<file path="config.mk">
export PLATFORM = sky130hd
export DESIGN_NAME = brace_balance_comment_scanner_top
export DESIGN_NICKNAME = d
export VERILOG_FILES = /design/src/rtl/bbcs_pkg.sv /design/src/rtl/bbcs_in_reg.sv /design/src/rtl/bbcs_scan.sv /design/src/rtl/bbcs_out_reg.sv /design/src/rtl/brace_balance_comment_scanner_top.sv
export SDC_FILE = /design/constraint.sdc
export NUM_CORES = 1
export LEC_CHECK = 0
export BUFFER_PORTS_ARGS = -buffer_cell sky130_fd_sc_hd__buf_2
export CAP_MARGIN = 20
export CORE_MARGIN = 2
export CORE_UTILIZATION = 30
export CTS_CLUSTER_DIAMETER = 40
export DETAILED_ROUTE_END_ITERATION = 7
export SYNTH_ARGS = -nofsm -noshare
export SYNTH_HDL_FRONTEND = slang
export SYNTH_SLANG_ARGS = --single-unit
</file>
<file path="constraint.sdc">
create_clock -name clk -period 2.05 [get_ports clk]
set_input_delay 0.3075 -clock clk [delete_from_list [all_inputs] [get_ports clk]]
set_output_delay 0.3075 -clock clk [all_outputs]
set_load 0.02 [all_outputs]
</file>
<file path="src/rtl/bbcs_pkg.sv">
`timescale 1ns / 1ps
`default_nettype none

package bbcs_pkg;

  // Default nesting limit for braces
  localparam int unsigned MAX_DEPTH_DEF = 255;

  // Character codes the scanner reacts to
  localparam logic [7:0] CH_OPEN      = 8'h7B;
  localparam logic [7:0] CH_CLOSE     = 8'h7D;
  localparam logic [7:0] CH_QUOTE     = 8'h22;
  localparam logic [7:0] CH_BACKSLASH = 8'h5C;
  localparam logic [7:0] CH_SLASH     = 8'h2F;
  localparam logic [7:0] CH_STAR      = 8'h2A;
  localparam logic [7:0] CH_NEWLINE   = 8'h0A;

  // Result codes
  typedef enum logic [2:0] {
    FAIL_NONE       = 3'd0,
    FAIL_EXTRA      = 3'd1,
    FAIL_NO_OPEN    = 3'd2,
    FAIL_UNCLOSED   = 3'd3,
    FAIL_OPEN_STR   = 3'd4,
    FAIL_OPEN_NOTE  = 3'd5,
    FAIL_OVERFLOW   = 3'd6
  } fail_t;

  // One input byte held in the input register
  typedef struct packed {
    logic [7:0] text_byte;
    logic       last_byte;
  } item_t;

  // One verdict for a finished text
  typedef struct packed {
    logic  accepted;
    fail_t fail_reason;
  } result_t;

endpackage

`default_nettype wire

</file>
<file path="src/rtl/bbcs_in_reg.sv">
`timescale 1ns / 1ps
`default_nettype none

// Input register: takes a byte whenever empty or being drained this cycle
module bbcs_in_reg (
  input  wire logic            clk,
  input  wire logic            rst_n,
  input  wire logic            in_valid,
  output logic                 in_ready,
  input  wire bbcs_pkg::item_t in_item,
  output logic                 item_valid,
  input  wire logic            item_take,
  output bbcs_pkg::item_t      item
);

  logic            valid_r, valid_nxt;
  bbcs_pkg::item_t item_r;

  assign in_ready  = !valid_r || item_take;
  assign valid_nxt = in_valid || (valid_r && !item_take);

  // Valid flag
  always_ff @(posedge clk) begin
    if (!rst_n) begin
      valid_r <= 1'b0;
    end else begin
      valid_r <= valid_nxt;
    end
  end

  // Payload, loaded on each transfer
  always_ff @(posedge clk) begin
    if (in_valid && in_ready) begin
      item_r <= in_item;
    end
  end

  assign item_valid = valid_r;
  assign item       = item_r;

endmodule

`default_nettype wire

</file>
<file path="src/rtl/bbcs_scan.sv">
`timescale 1ns / 1ps
`default_nettype none

// Scanner state and per-byte update; produces a verdict on the last byte
module bbcs_scan #(
  parameter int unsigned MAX_DEPTH = bbcs_pkg::MAX_DEPTH_DEF
) (
  input  wire logic            clk,
  input  wire logic            rst_n,
  input  wire logic            item_valid,
  input  wire bbcs_pkg::item_t item,
  output logic                 item_take,
  input  wire logic            res_ready,
  output logic                 res_valid,
  output bbcs_pkg::result_t    res
);

  localparam int unsigned DW = $clog2(MAX_DEPTH + 1);
  localparam logic [DW-1:0] DEPTH_LIM = DW'(MAX_DEPTH);

  logic [DW-1:0]   depth_r, depth_nxt;
  logic            saw_open_r, saw_open_nxt;
  logic            in_quote_r, in_quote_nxt;
  logic            in_line_r, in_line_nxt;
  logic            in_block_r, in_block_nxt;
  logic            pend_slash_r, pend_slash_nxt;
  logic            pend_star_r, pend_star_nxt;
  logic            prev_bs_r, prev_bs_nxt;
  bbcs_pkg::fail_t fail_r, fail_nxt;

  // Values after this byte, before the end-of-text clear
  logic [DW-1:0]   s_depth;
  logic            s_saw_open, s_in_quote, s_in_line, s_in_block;
  logic            s_pend_slash, s_pend_star, s_done;
  bbcs_pkg::fail_t s_fail;
  bbcs_pkg::fail_t reason;
  logic [7:0]      b;

  assign b         = item.text_byte;
  assign item_take = item_valid && (!item.last_byte || res_ready);
  assign res_valid = item_valid && item.last_byte;

  // Per-byte scan
  always_comb begin
    s_depth      = depth_r;
    s_saw_open   = saw_open_r;
    s_in_quote   = in_quote_r;
    s_in_line    = in_line_r;
    s_in_block   = in_block_r;
    s_pend_slash = pend_slash_r;
    s_pend_star  = pend_star_r;
    s_fail       = fail_r;
    s_done       = 1'b0;
    if (in_line_r) begin
      if (b == bbcs_pkg::CH_NEWLINE) begin
        s_in_line = 1'b0;
      end
    end else if (in_block_r) begin
      if (pend_star_r && b == bbcs_pkg::CH_SLASH) begin
        s_in_block  = 1'b0;
        s_pend_star = 1'b0;
      end else begin
        s_pend_star = (b == bbcs_pkg::CH_STAR);
      end
    end else begin
      // comment opener completes here
      if (pend_slash_r) begin
        s_pend_slash = 1'b0;
        if (b == bbcs_pkg::CH_SLASH) begin
          s_in_line = 1'b1;
          s_done    = 1'b1;
        end else if (b == bbcs_pkg::CH_STAR) begin
          s_in_block  = 1'b1;
          s_pend_star = 1'b0;
          s_done      = 1'b1;
        end
      end
      if (!s_done) begin
        if (!in_quote_r && b == bbcs_pkg::CH_SLASH) begin
          s_pend_slash = 1'b1;
        end else if (b == bbcs_pkg::CH_QUOTE && !prev_bs_r) begin
          s_in_quote = !in_quote_r;
        end else if (!in_quote_r) begin
          if (b == bbcs_pkg::CH_OPEN) begin
            s_saw_open = 1'b1;
            if (depth_r >= DEPTH_LIM) begin
              if (fail_r == bbcs_pkg::FAIL_NONE) s_fail = bbcs_pkg::FAIL_OVERFLOW;
            end else begin
              s_depth = depth_r + 1'b1;
            end
          end else if (b == bbcs_pkg::CH_CLOSE) begin
            if (depth_r == '0) begin
              if (fail_r == bbcs_pkg::FAIL_NONE) s_fail = bbcs_pkg::FAIL_EXTRA;
            end else begin
              s_depth = depth_r - 1'b1;
            end
          end
        end
      end
    end
  end

  // Verdict, first matching reason wins
  always_comb begin
    priority if (s_fail != bbcs_pkg::FAIL_NONE) begin
      reason = s_fail;
    end else if (!s_saw_open) begin
      reason = bbcs_pkg::FAIL_NO_OPEN;
    end else if (s_depth != '0) begin
      reason = bbcs_pkg::FAIL_UNCLOSED;
    end else if (s_in_quote) begin
      reason = bbcs_pkg::FAIL_OPEN_STR;
    end else if (s_in_block) begin
      reason = bbcs_pkg::FAIL_OPEN_NOTE;
    end else begin
      reason = bbcs_pkg::FAIL_NONE;
    end
  end

  assign res.fail_reason = reason;
  assign res.accepted    = (reason == bbcs_pkg::FAIL_NONE);

  // Next state: hold unless a byte is taken; clear after the last byte
  always_comb begin
    depth_nxt      = depth_r;
    saw_open_nxt   = saw_open_r;
    in_quote_nxt   = in_quote_r;
    in_line_nxt    = in_line_r;
    in_block_nxt   = in_block_r;
    pend_slash_nxt = pend_slash_r;
    pend_star_nxt  = pend_star_r;
    prev_bs_nxt    = prev_bs_r;
    fail_nxt       = fail_r;
    if (item_take) begin
      if (item.last_byte) begin
        depth_nxt      = '0;
        saw_open_nxt   = 1'b0;
        in_quote_nxt   = 1'b0;
        in_line_nxt    = 1'b0;
        in_block_nxt   = 1'b0;
        pend_slash_nxt = 1'b0;
        pend_star_nxt  = 1'b0;
        prev_bs_nxt    = 1'b0;
        fail_nxt       = bbcs_pkg::FAIL_NONE;
      end else begin
        depth_nxt      = s_depth;
        saw_open_nxt   = s_saw_open;
        in_quote_nxt   = s_in_quote;
        in_line_nxt    = s_in_line;
        in_block_nxt   = s_in_block;
        pend_slash_nxt = s_pend_slash;
        pend_star_nxt  = s_pend_star;
        prev_bs_nxt    = (b == bbcs_pkg::CH_BACKSLASH);
        fail_nxt       = s_fail;
      end
    end
  end

  // State registers
  always_ff @(posedge clk) begin
    if (!rst_n) begin
      depth_r      <= '0;
      saw_open_r   <= 1'b0;
      in_quote_r   <= 1'b0;
      in_line_r    <= 1'b0;
      in_block_r   <= 1'b0;
      pend_slash_r <= 1'b0;
      pend_star_r  <= 1'b0;
      prev_bs_r    <= 1'b0;
      fail_r       <= bbcs_pkg::FAIL_NONE;
    end else begin
      depth_r      <= depth_nxt;
      saw_open_r   <= saw_open_nxt;
      in_quote_r   <= in_quote_nxt;
      in_line_r    <= in_line_nxt;
      in_block_r   <= in_block_nxt;
      pend_slash_r <= pend_slash_nxt;
      pend_star_r  <= pend_star_nxt;
      prev_bs_r    <= prev_bs_nxt;
      fail_r       <= fail_nxt;
    end
  end

  // Checks
  a_depth_lim: assert property (@(posedge clk) disable iff (!rst_n)
    depth_r <= DEPTH_LIM)
    else $error("brace depth above limit");

  a_one_note: assert property (@(posedge clk) disable iff (!rst_n)
    !(in_line_r && in_block_r))
    else $error("line and block comment both active");

  a_star_in_block: assert property (@(posedge clk) disable iff (!rst_n)
    pend_star_r |-> in_block_r)
    else $error("pending star outside block comment");

  a_slash_plain: assert property (@(posedge clk) disable iff (!rst_n)
    pend_slash_r |-> (!in_quote_r && !in_line_r && !in_block_r))
    else $error("pending slash inside string or comment");

  a_end_clear: assert property (@(posedge clk) disable iff (!rst_n)
    (item_take && item.last_byte) |=> (depth_r == '0 && fail_r == bbcs_pkg::FAIL_NONE
                                       && !saw_open_r && !in_quote_r))
    else $error("state not cleared after end of text");

endmodule

`default_nettype wire

</file>
<file path="src/rtl/bbcs_out_reg.sv">
`timescale 1ns / 1ps
`default_nettype none

// Result register: holds one verdict until the consumer takes it
module bbcs_out_reg (
  input  wire logic              clk,
  input  wire logic              rst_n,
  input  wire logic              res_valid,
  output logic                   res_ready,
  input  wire bbcs_pkg::result_t res,
  output logic                   out_valid,
  input  wire logic              out_ready,
  output bbcs_pkg::result_t      out_res
);

  logic              valid_r, valid_nxt;
  bbcs_pkg::result_t res_r;

  assign res_ready = !valid_r || out_ready;
  assign valid_nxt = res_valid || (valid_r && !out_ready);

  always_ff @(posedge clk) begin
    if (!rst_n) begin
      valid_r <= 1'b0;
    end else begin
      valid_r <= valid_nxt;
    end
  end

  always_ff @(posedge clk) begin
    if (res_valid && res_ready) begin
      res_r <= res;
    end
  end

  assign out_valid = valid_r;
  assign out_res   = res_r;

  // Checks
  a_acc_match: assert property (@(posedge clk) disable iff (!rst_n)
    valid_r |-> (res_r.accepted == (res_r.fail_reason == bbcs_pkg::FAIL_NONE)))
    else $error("accepted flag disagrees with reason");

  a_code_range: assert property (@(posedge clk) disable iff (!rst_n)
    valid_r |-> (res_r.fail_reason != 3'd7))
    else $error("reason code out of range");

  a_load: assert property (@(posedge clk) disable iff (!rst_n)
    (res_valid && res_ready) |=> valid_r)
    else $error("verdict lost on load");

endmodule

`default_nettype wire

</file>
<file path="src/rtl/brace_balance_comment_scanner_top.sv">
`timescale 1ns / 1ps
`default_nettype none

// Channel | Direction | Ports                    | Contents
// in_     | slave     | tvalid tready tdata tlast | text byte, last byte of text
// out_    | master    | tvalid tready tdata       | verdict, once per text
//
// A new byte is accepted every cycle unless a last byte waits for the result register.
// An input transfer reaches its verdict through the input register, then the
// result register.
// Reset is synchronous, active low, and clears the scan state and both
// registers' valid flags.
// A stalled output only holds up the input when a verdict cannot be loaded.
module brace_balance_comment_scanner_top #(
  parameter int unsigned MAX_DEPTH = bbcs_pkg::MAX_DEPTH_DEF
) (
  input  wire logic       clk,
  input  wire logic       rst_n,
  input  wire logic       in_tvalid,
  output logic            in_tready,
  input  wire logic [7:0] in_tdata,   // [7:0] text_byte
  input  wire logic       in_tlast,   // last_byte
  output logic            out_tvalid,
  input  wire logic       out_tready,
  output logic [7:0]      out_tdata   // [0] accepted, [3:1] fail_reason, [7:4] zero
);

  bbcs_pkg::item_t   in_item, item;
  bbcs_pkg::result_t res, out_res;
  logic              item_valid, item_take, res_valid, res_ready;

  assign in_item.text_byte = in_tdata;
  assign in_item.last_byte = in_tlast;

  bbcs_in_reg u_in (
    .clk        (clk),
    .rst_n      (rst_n),
    .in_valid   (in_tvalid),
    .in_ready   (in_tready),
    .in_item    (in_item),
    .item_valid (item_valid),
    .item_take  (item_take),
    .item       (item)
  );

  bbcs_scan #(.MAX_DEPTH(MAX_DEPTH)) u_scan (
    .clk        (clk),
    .rst_n      (rst_n),
    .item_valid (item_valid),
    .item       (item),
    .item_take  (item_take),
    .res_ready  (res_ready),
    .res_valid  (res_valid),
    .res        (res)
  );

  bbcs_out_reg u_out (
    .clk       (clk),
    .rst_n     (rst_n),
    .res_valid (res_valid),
    .res_ready (res_ready),
    .res       (res),
    .out_valid (out_tvalid),
    .out_ready (out_tready),
    .out_res   (out_res)
  );

  assign out_tdata = {4'b0000, out_res.fail_reason, out_res.accepted};

endmodule

`default_nettype wire
</file>
==> run_results.csv, run 1 <==
group,metric,value,unit
status,status,"complete, but fails checks",
status,violations,"negative setup slack",
power,power_leakage,1.227,nW
placed_design,gp_congestion,0.9136,
floorplanning,die_w,89.58,um
routing,vias,2241,
global_routing,grt.total_usage,16.89,%
routing,wl_met1,2822,um
logic_synthesis,yosysUniqueCellTypes,61,
power,ir_worst_vdd,0.0002647,V
sta,finalSetupViolCount,8,
global_routing,grt_pass1_vias,2260,
worst_setup_path,crit_type,"reg2reg",
sta,skew,0.004440,ns
logic_synthesis,synthTopCellsByCount,"20 x dfxtp_1, 19 x nor2_1, 17 x nand2_1",
routing,wire_per_inst,14.63,um
routing,wl_met2,3108,um
sta,max_slew.worst_pin.slew,0.5790,ns
logic_synthesis,ys_seq_area_share,35.99,%
routing,wl,6348,um
floorplanning,core,7176,um2
placed_design,dpl.hpwl,4697,um
routing,drt_iter0_drc,100,
routing,vias_per_cell,5.164,
worst_setup_path,end_kind,"flop",
floorplanning,row_count,31,
clock_tree,clockBufferDepth,2,
global_routing,grt_pass1_wl,10290,um
placed_design,post-place-ws,-0.2552,ns
floorplanning,num_io_pins,23,
logic_synthesis,synthCells,255,
clock_tree,clkLatencyLatePin,0.30,ns
floorplanning,initial_core_util,30.62,%
logic_synthesis,synth_ff_type,"dfxtp_1",
logic_synthesis,synth_top_area_share,18.22,%
logic_synthesis,synth_edf_count,13,
sta,fmax,441.7,MHz
floorplanning,dieArea,8025,um2
sta,hold_viol_final,0,
logic_synthesis,synth_top_area_cell,"dfxtp_1",
global_routing,grt_antenna_before_repair,0,
routing,route.met3.wl,300,um
global_routing,grt_remaining_overflow,0,
clock_tree,cts_buffers,5,
routing,postRouteAntennaNets,0,
layout,layout-drive-gt1-share,39.70,%
clock_tree,clk_pin_slew_worst_paths,0.07,ns
sta,maxSlewViolCount,0,
logic_synthesis,synthArstFlopShare,0,%
global_routing,grt_start_max_net_pins,18,
clock_tree,root_buffer,"clkbuf_8",
sta,final.setup.tns,-1.056,ns
sta,period_share,110.4,%
routing,route.detailed.drc,0,
sta,period_minus_slack,2.264,ns
logic_synthesis,synth.most_common_cell,"dfxtp_1",
layout,nNetsFinal,349,
routing,highest_layer,"met4",
placed_design,io_buffers,18,
flow_run,cap_violations,0,
layout,antenna_cells,0,
sta,rsz0062_at_grt,"true",
clock_tree,cts_tree,"built",
logic_synthesis,synth.area.top_cells,"dfxtp_1 18%, edfxtp_1 18%, a21oi_1 3.4%",
worst_setup_path,required,2.18,ns
power,power_density,428.6,nW/um2
layout,syn2layout_area_growth,40.89,%
sta,finalWorstSetupSlack,-0.2141,ns
logic_synthesis,yosys_warnings,0,
worst_setup_path,crit_arrival,2.39,ns
logic_synthesis,ys_seq_elements,33,
clock_tree,h-tree-depth,2,
clock_tree,hold_buffers,0,
clock_tree,cts.sinks,33,
floorplanning,die_y,89.58,um
worst_setup_path,cp_max_fo,4,
routing,first_pass_iters,4,
worst_hold_path,hp-class,"in2reg",
worst_setup_path,worstSetupStartpointType,"flop",
sta,relSlewSlack,61.32,%
logic_synthesis,synth_area,2197,um2
logic_synthesis,avgSynthCellArea,8.616,um2
-- critical path, stage by stage, from the launching register on --
cell and delay, ns:
dfxtp_1 0.32, or4_4 0.57, nor3_4 0.22, or4_1 0.16, o211ai_2 0.11, nor4b_4 0.33
nand4_1 0.18, o31ai_2 0.21
-- logic make-up after synthesis --
family / Yosys count / share of synthesized area [%]
and+or+nand+nor: 121 / 33.54
AOI/OAI and AO/OA: 74 / 22.89
buffers and inverters: 22 / 5.410
other: 1 / 0.1707
adders and majority gates: 2 / 1.139
muxes: 1 / 0.4556
DFF: 33 / 35.99
xor gates and xnor gates: 1 / 0.3987
-- per-layer routing --
metal  vias to the layer above  GRT usage, %
met2                        46         28.74
met5                         -             0
li1                       1118             -
met3                        15         3.748
met4                         0         7.463
met1                      1062         20.37
-- layout make-up --
type | instances | area (um2)
Fill cell | 700 | 4080
Sequential cell | 33 | 790.8
Timing Repair Buffer | 85 | 608.1
Inverter | 6 | 22.52
Clock buffer | 6 | 72.57
Clock inverter | 2 | 10.01
Tap cell | 99 | 123.9
Multi-Input combinational cell | 203 | 1468
-- placed cells by master, fill, tap and decap left out, drive strengths merged, types with 2 or more instances in the layout --
cell     n
and2     8
edfxtp  13
nand2b   3
nor3    13
inv      6
buf     85
o21a     4
a31oi    7
nand3    9
ha       2
o31ai    3
and3b    2
nor4     5
or3      6
a32oi    2
a21oi   15
o21ai   20
conb     4
dfxtp   20
a41oi    2
and4     6
clkbuf   6
nor3b    3
and3     5
a21o     3
a22oi    3
clkinv   2
a21boi   6
nand4b   3
nand4    4
or4      3
nor2    19
nor2b   11
nand2   17
nor4b    2
-- registers in the layout, summed over array words and instances, names as in the netlist --
name / flops
u_out.out_valid: 1
u_scan.in_line_r: 1
u_scan.pend_slash_r: 1
u_in.item_valid: 1
u_out.out_res: 4
u_scan.pend_star_r: 1
u_scan.fail_r: 3
u_scan.in_quote_r: 1
u_scan.saw_open_r: 1
u_in.item: 9
u_scan.in_block_r: 1
u_scan.prev_bs_r: 1
u_scan.depth_r: 8
-- what timing repair did --
item,CTS,global route
pin swaps,12,9
buffers inserted,4,1
resized for setup,20,21
setup endpoints to repair,9,11
-- stage by stage --
stage	total power, mW	area [um2]	cells	hold WS (ns)	utilization [%]
after floorplan	0.7854	2221	258	0.4064	-
after global placement	0.8343	2796	420	0.4526	38.97
after detailed placement	0.8357	2796	420	0.4856	38.97
after CTS	1.337	2983	432	0.1783	41.57
after global routing	1.385	3095	434	0.1791	43.14
final	1.327	3095	434	0.1844	43.14
-- power breakdown --
part | internal [mW] | switching, mW
sequential | 0.696 | 0.0135
clock | 0.235 | 0.259
combinational | 0.0528 | 0.0703
total | 0.985 | 0.342
-- final timing paths --
path | cells after the start | start | slack, ns | endpoint
max | 7 | u_scan.depth_r[3]$_SDFFE_PN0P_ | -0.21 | u_out.out_res[2]$_DFFE_PP_
min reg2reg | 2 | u_scan.saw_open_r$_SDFFE_PN0P_ | 0.51 | u_scan.saw_open_r$_SDFFE_PN0P_
max reg2reg | 7 | u_scan.depth_r[3]$_SDFFE_PN0P_ | -0.21 | u_out.out_res[2]$_DFFE_PP_
min | 1 | in_tdata[3] | 0.18 | u_in.item[4]$_DFFE_PP_
Note: power is estimated with default switching activity, not from simulation.
==> run 2, diff against run 1 <==
Settings changed: ABC_AREA set to 1, MAX_ROUTING_LAYER set to met4.
==> run 2 against run 1 <==
Effect of this change:
- register-to-register slack improved by 0.15 ns
- combinational power is 15% lower
- via count grew 6.0%
- clock skew is 0.0056 ns higher
- the flow still finishes with violations (negative setup slack)
- highest routed layer unchanged
==> run_results.csv, run 2 <==
group,metric,value,unit
floorplanning,die_y,92.95,um
logic_synthesis,synth_ff_type,"dfxtp_1",
clock_tree,cts_buffers,5,
sta,period_minus_slack,2.114,ns
clock_tree,cts_tree,"built",
floorplanning,row_count,32,
clock_tree,clk_pin_slew_worst_paths,0.07,ns
flow_run,cap_violations,0,
floorplanning,num_io_pins,23,
placed_design,io_buffers,18,
sta,final.setup.tns,-0.06363,ns
layout,final_util,38.43,%
sta,max_slew.worst_pin.slew,0.6185,ns
logic_synthesis,synth.area.top_cells,"dfxtp_1 17%, edfxtp_1 16%, nand2_1 15%",
logic_synthesis,yosys.area_share.simple,45.18,%
logic_synthesis,synth_adder_area_share,1.054,%
routing,vias,2375,
sta,hold_viol_final,0,
logic_synthesis,yosys_warnings,0,
sta,period_share,103.1,%
worst_setup_path,crit_top_cell,"nand2_2",
sta,skew,0.01008,ns
logic_synthesis,synth_top_area_share,16.87,%
logic_synthesis,synth_area,2374,um2
global_routing,grt.total_usage,14.47,%
floorplanning,die_w,92.95,um
logic_synthesis,synth_top_family_by_area,"simple AND/OR/NAND/NOR gates",
logic_synthesis,yosysUniqueCellTypes,35,
sta,relSlewSlack,58.51,%
logic_synthesis,ys_seq_elements,33,
logic_synthesis,synthArstFlopShare,0,%
layout,nNetsFinal,412,
sta,finalWorstSetupSlack,-0.06363,ns
worst_setup_path,cp_max_fo,8,
logic_synthesis,synth-compound-area-share,8.645,%
logic_synthesis,synth-xor-area-share,0.3690,%
floorplanning,core,7687,um2
global_routing,grt_antenna_before_repair,0,
power,ir_worst_vdd,0.0004429,V
logic_synthesis,synth_top_area_cell,"dfxtp_1",
layout,final_cell_mix,"85 x nand2_1, 34 x inv_1, 32 x nor2_1",
sta,maxSlewViolCount,0,
floorplanning,initial_core_util,30.88,%
logic_synthesis,synth_edf_count,13,
layout,antenna_cells,0,
clock_tree,root_buffer,"clkbuf_8",
logic_synthesis,avgSynthCellArea,6.724,um2
worst_setup_path,worstSetupStartpointType,"flop",
sta,fmax,473.1,MHz
routing,drt_iter0_drc,114,
routing,postRouteAntennaNets,0,
clock_tree,h-tree-depth,2,
layout,layout_commonest_cell,"nand2_1",
worst_setup_path,crit_type,"reg2reg",
worst_setup_path,end_kind,"flop",
clock_tree,clkLatencyLatePin,0.30,ns
floorplanning,dieArea,8640,um2
routing,first_pass_iters,4,
placed_design,dpl.hpwl,4220,um
worst_hold_path,hold_depth,1,
layout,layout-drive-gt1-share,31.16,%
worst_hold_path,hp-class,"in2reg",
power,power_leakage,1.399,nW
logic_synthesis,synth.most_common_cell,"nand2_1",
sta,rsz0062_at_grt,"true",
worst_setup_path,cpMaxStageDelayCell,"edfxtp_1",
clock_tree,hold_buffers,0,
global_routing,grt_remaining_overflow,0,
logic_synthesis,synth_mux_area_share,0,%
worst_setup_path,slowest_delay,0.42,ns
worst_setup_path,worstPathCellList,"nor2_1, nand2_1, nor2_4, nand3_2, nand2_2, inv_2, nand2_2, nor2_2, nor2_2, nand2_2, nor2_4, nand3_2, nand2_2, inv_2, nand2_2, nor2_2",
global_routing,grt_start_max_net_pins,20,
placed_design,gp_congestion,0.8566,
worst_setup_path,crit_arrival,2.17,ns
placed_design,post-place-ws,-0.07038,ns
routing,vias_per_cell,4.750,
logic_synthesis,ys_seq_area_share,33.32,%
status,status,"complete, but fails checks",
global_routing,grt_pass1_wl,9811,um
clock_tree,cts.sinks,33,
routing,wl,5695,um
routing,route.detailed.drc,0,
routing,wire_per_inst,11.39,um
worst_setup_path,required,2.10,ns
logic_synthesis,synthTopCellsByCount,"95 x nand2_1, 37 x nand3_1, 37 x nor2_1",
logic_synthesis,synthCells,353,
worst_setup_path,ff2ff_path_depth,16,
power,power_density,485.4,nW/um2
layout,largest_register_ff_count,9,
layout,syn2layout_area_growth,24.46,%
global_routing,grt_pass1_vias,2294,
sta,finalSetupViolCount,1,
status,violations,"negative setup slack",
clock_tree,clockBufferDepth,2,
run 2: where the power goes:
| part | internal (mW) | switching (mW) | total [mW] |
|---|---|---|---|
| clock | 0.361 | 0.260 | 0.620 |
| sequential | 0.698 | 0.0114 | 0.710 |
| combinational | 0.0340 | 0.0697 | 0.104 |
run 2: cell families (layout without fill, tap and decap cells):
kind of cell / after synthesis / after routing
other: 1 / 4
AOI/OAI and AO/OA: 38 / 38
buffers and inverters: 61 / 103
DFF: 33 / 33
xor gates and xnor gates: 1 / 1
adders and majority gates: 2 / 2
and+or+nand+nor: 217 / 217
run 2: area by class of cell:
class / instances / area [um2]
Tap cell: 102 / 127.6
Fill cell: 816 / 4733
Sequential cell: 33 / 793.3
Clock buffer: 6 / 72.57
Clock inverter: 2 / 35.03
Timing Repair Buffer: 49 / 334.1
Multi-Input combinational cell: 262 / 1414
Inverter: 46 / 177.7
run 2: path summary, 6_finish.rpt:
check             slack [ns]                             to                     startpoint
setup reg to reg       -0.06     u_out.out_res[3]$_DFFE_PP_         u_in.item[2]$_DFFE_PP_
setup / recovery       -0.06     u_out.out_res[3]$_DFFE_PP_         u_in.item[2]$_DFFE_PP_
hold / removal          0.19         u_in.item[2]$_DFFE_PP_                    in_tdata[1]
hold reg to reg         0.50  u_scan.prev_bs_r$_SDFFE_PN0P_  u_scan.prev_bs_r$_SDFFE_PN0P_
run 2: layer usage:
metal	GRT usage (%)	up-vias	wire length [um]
met3	2.522	10	251
met2	24.82	59	2755
met4	4.657	0	80
met5	-	-	0
li1	-	1221	-
met1	17.26	1085	2608
run 2: what timing repair did:
item	CTS	global route
cloned	0	0
setup buffers	2	0
gates resized for setup	8	26
endpoints found under the setup margin	3	4
pin swaps	5	18
run 2: per-stage QoR:
step	hold WS (ns)	cell area (um2)	power, mW	instances
floorplan	0.4064	2385	0.7940	356
global placement	0.4741	2726	0.8233	490
CTS	0.1795	2879	1.449	500
global route	0.1702	2954	1.489	500
finish	0.1856	2954	1.434	500
detailed placement	0.4830	2726	0.8254	490
run 2: critical path, delay by kind of cell (launching register included):
kind	cells	cell delay [ns]
AND/OR/NAND/NOR	14	1.36
flip-flops	1	0.42
buffers and inverters	2	0.08
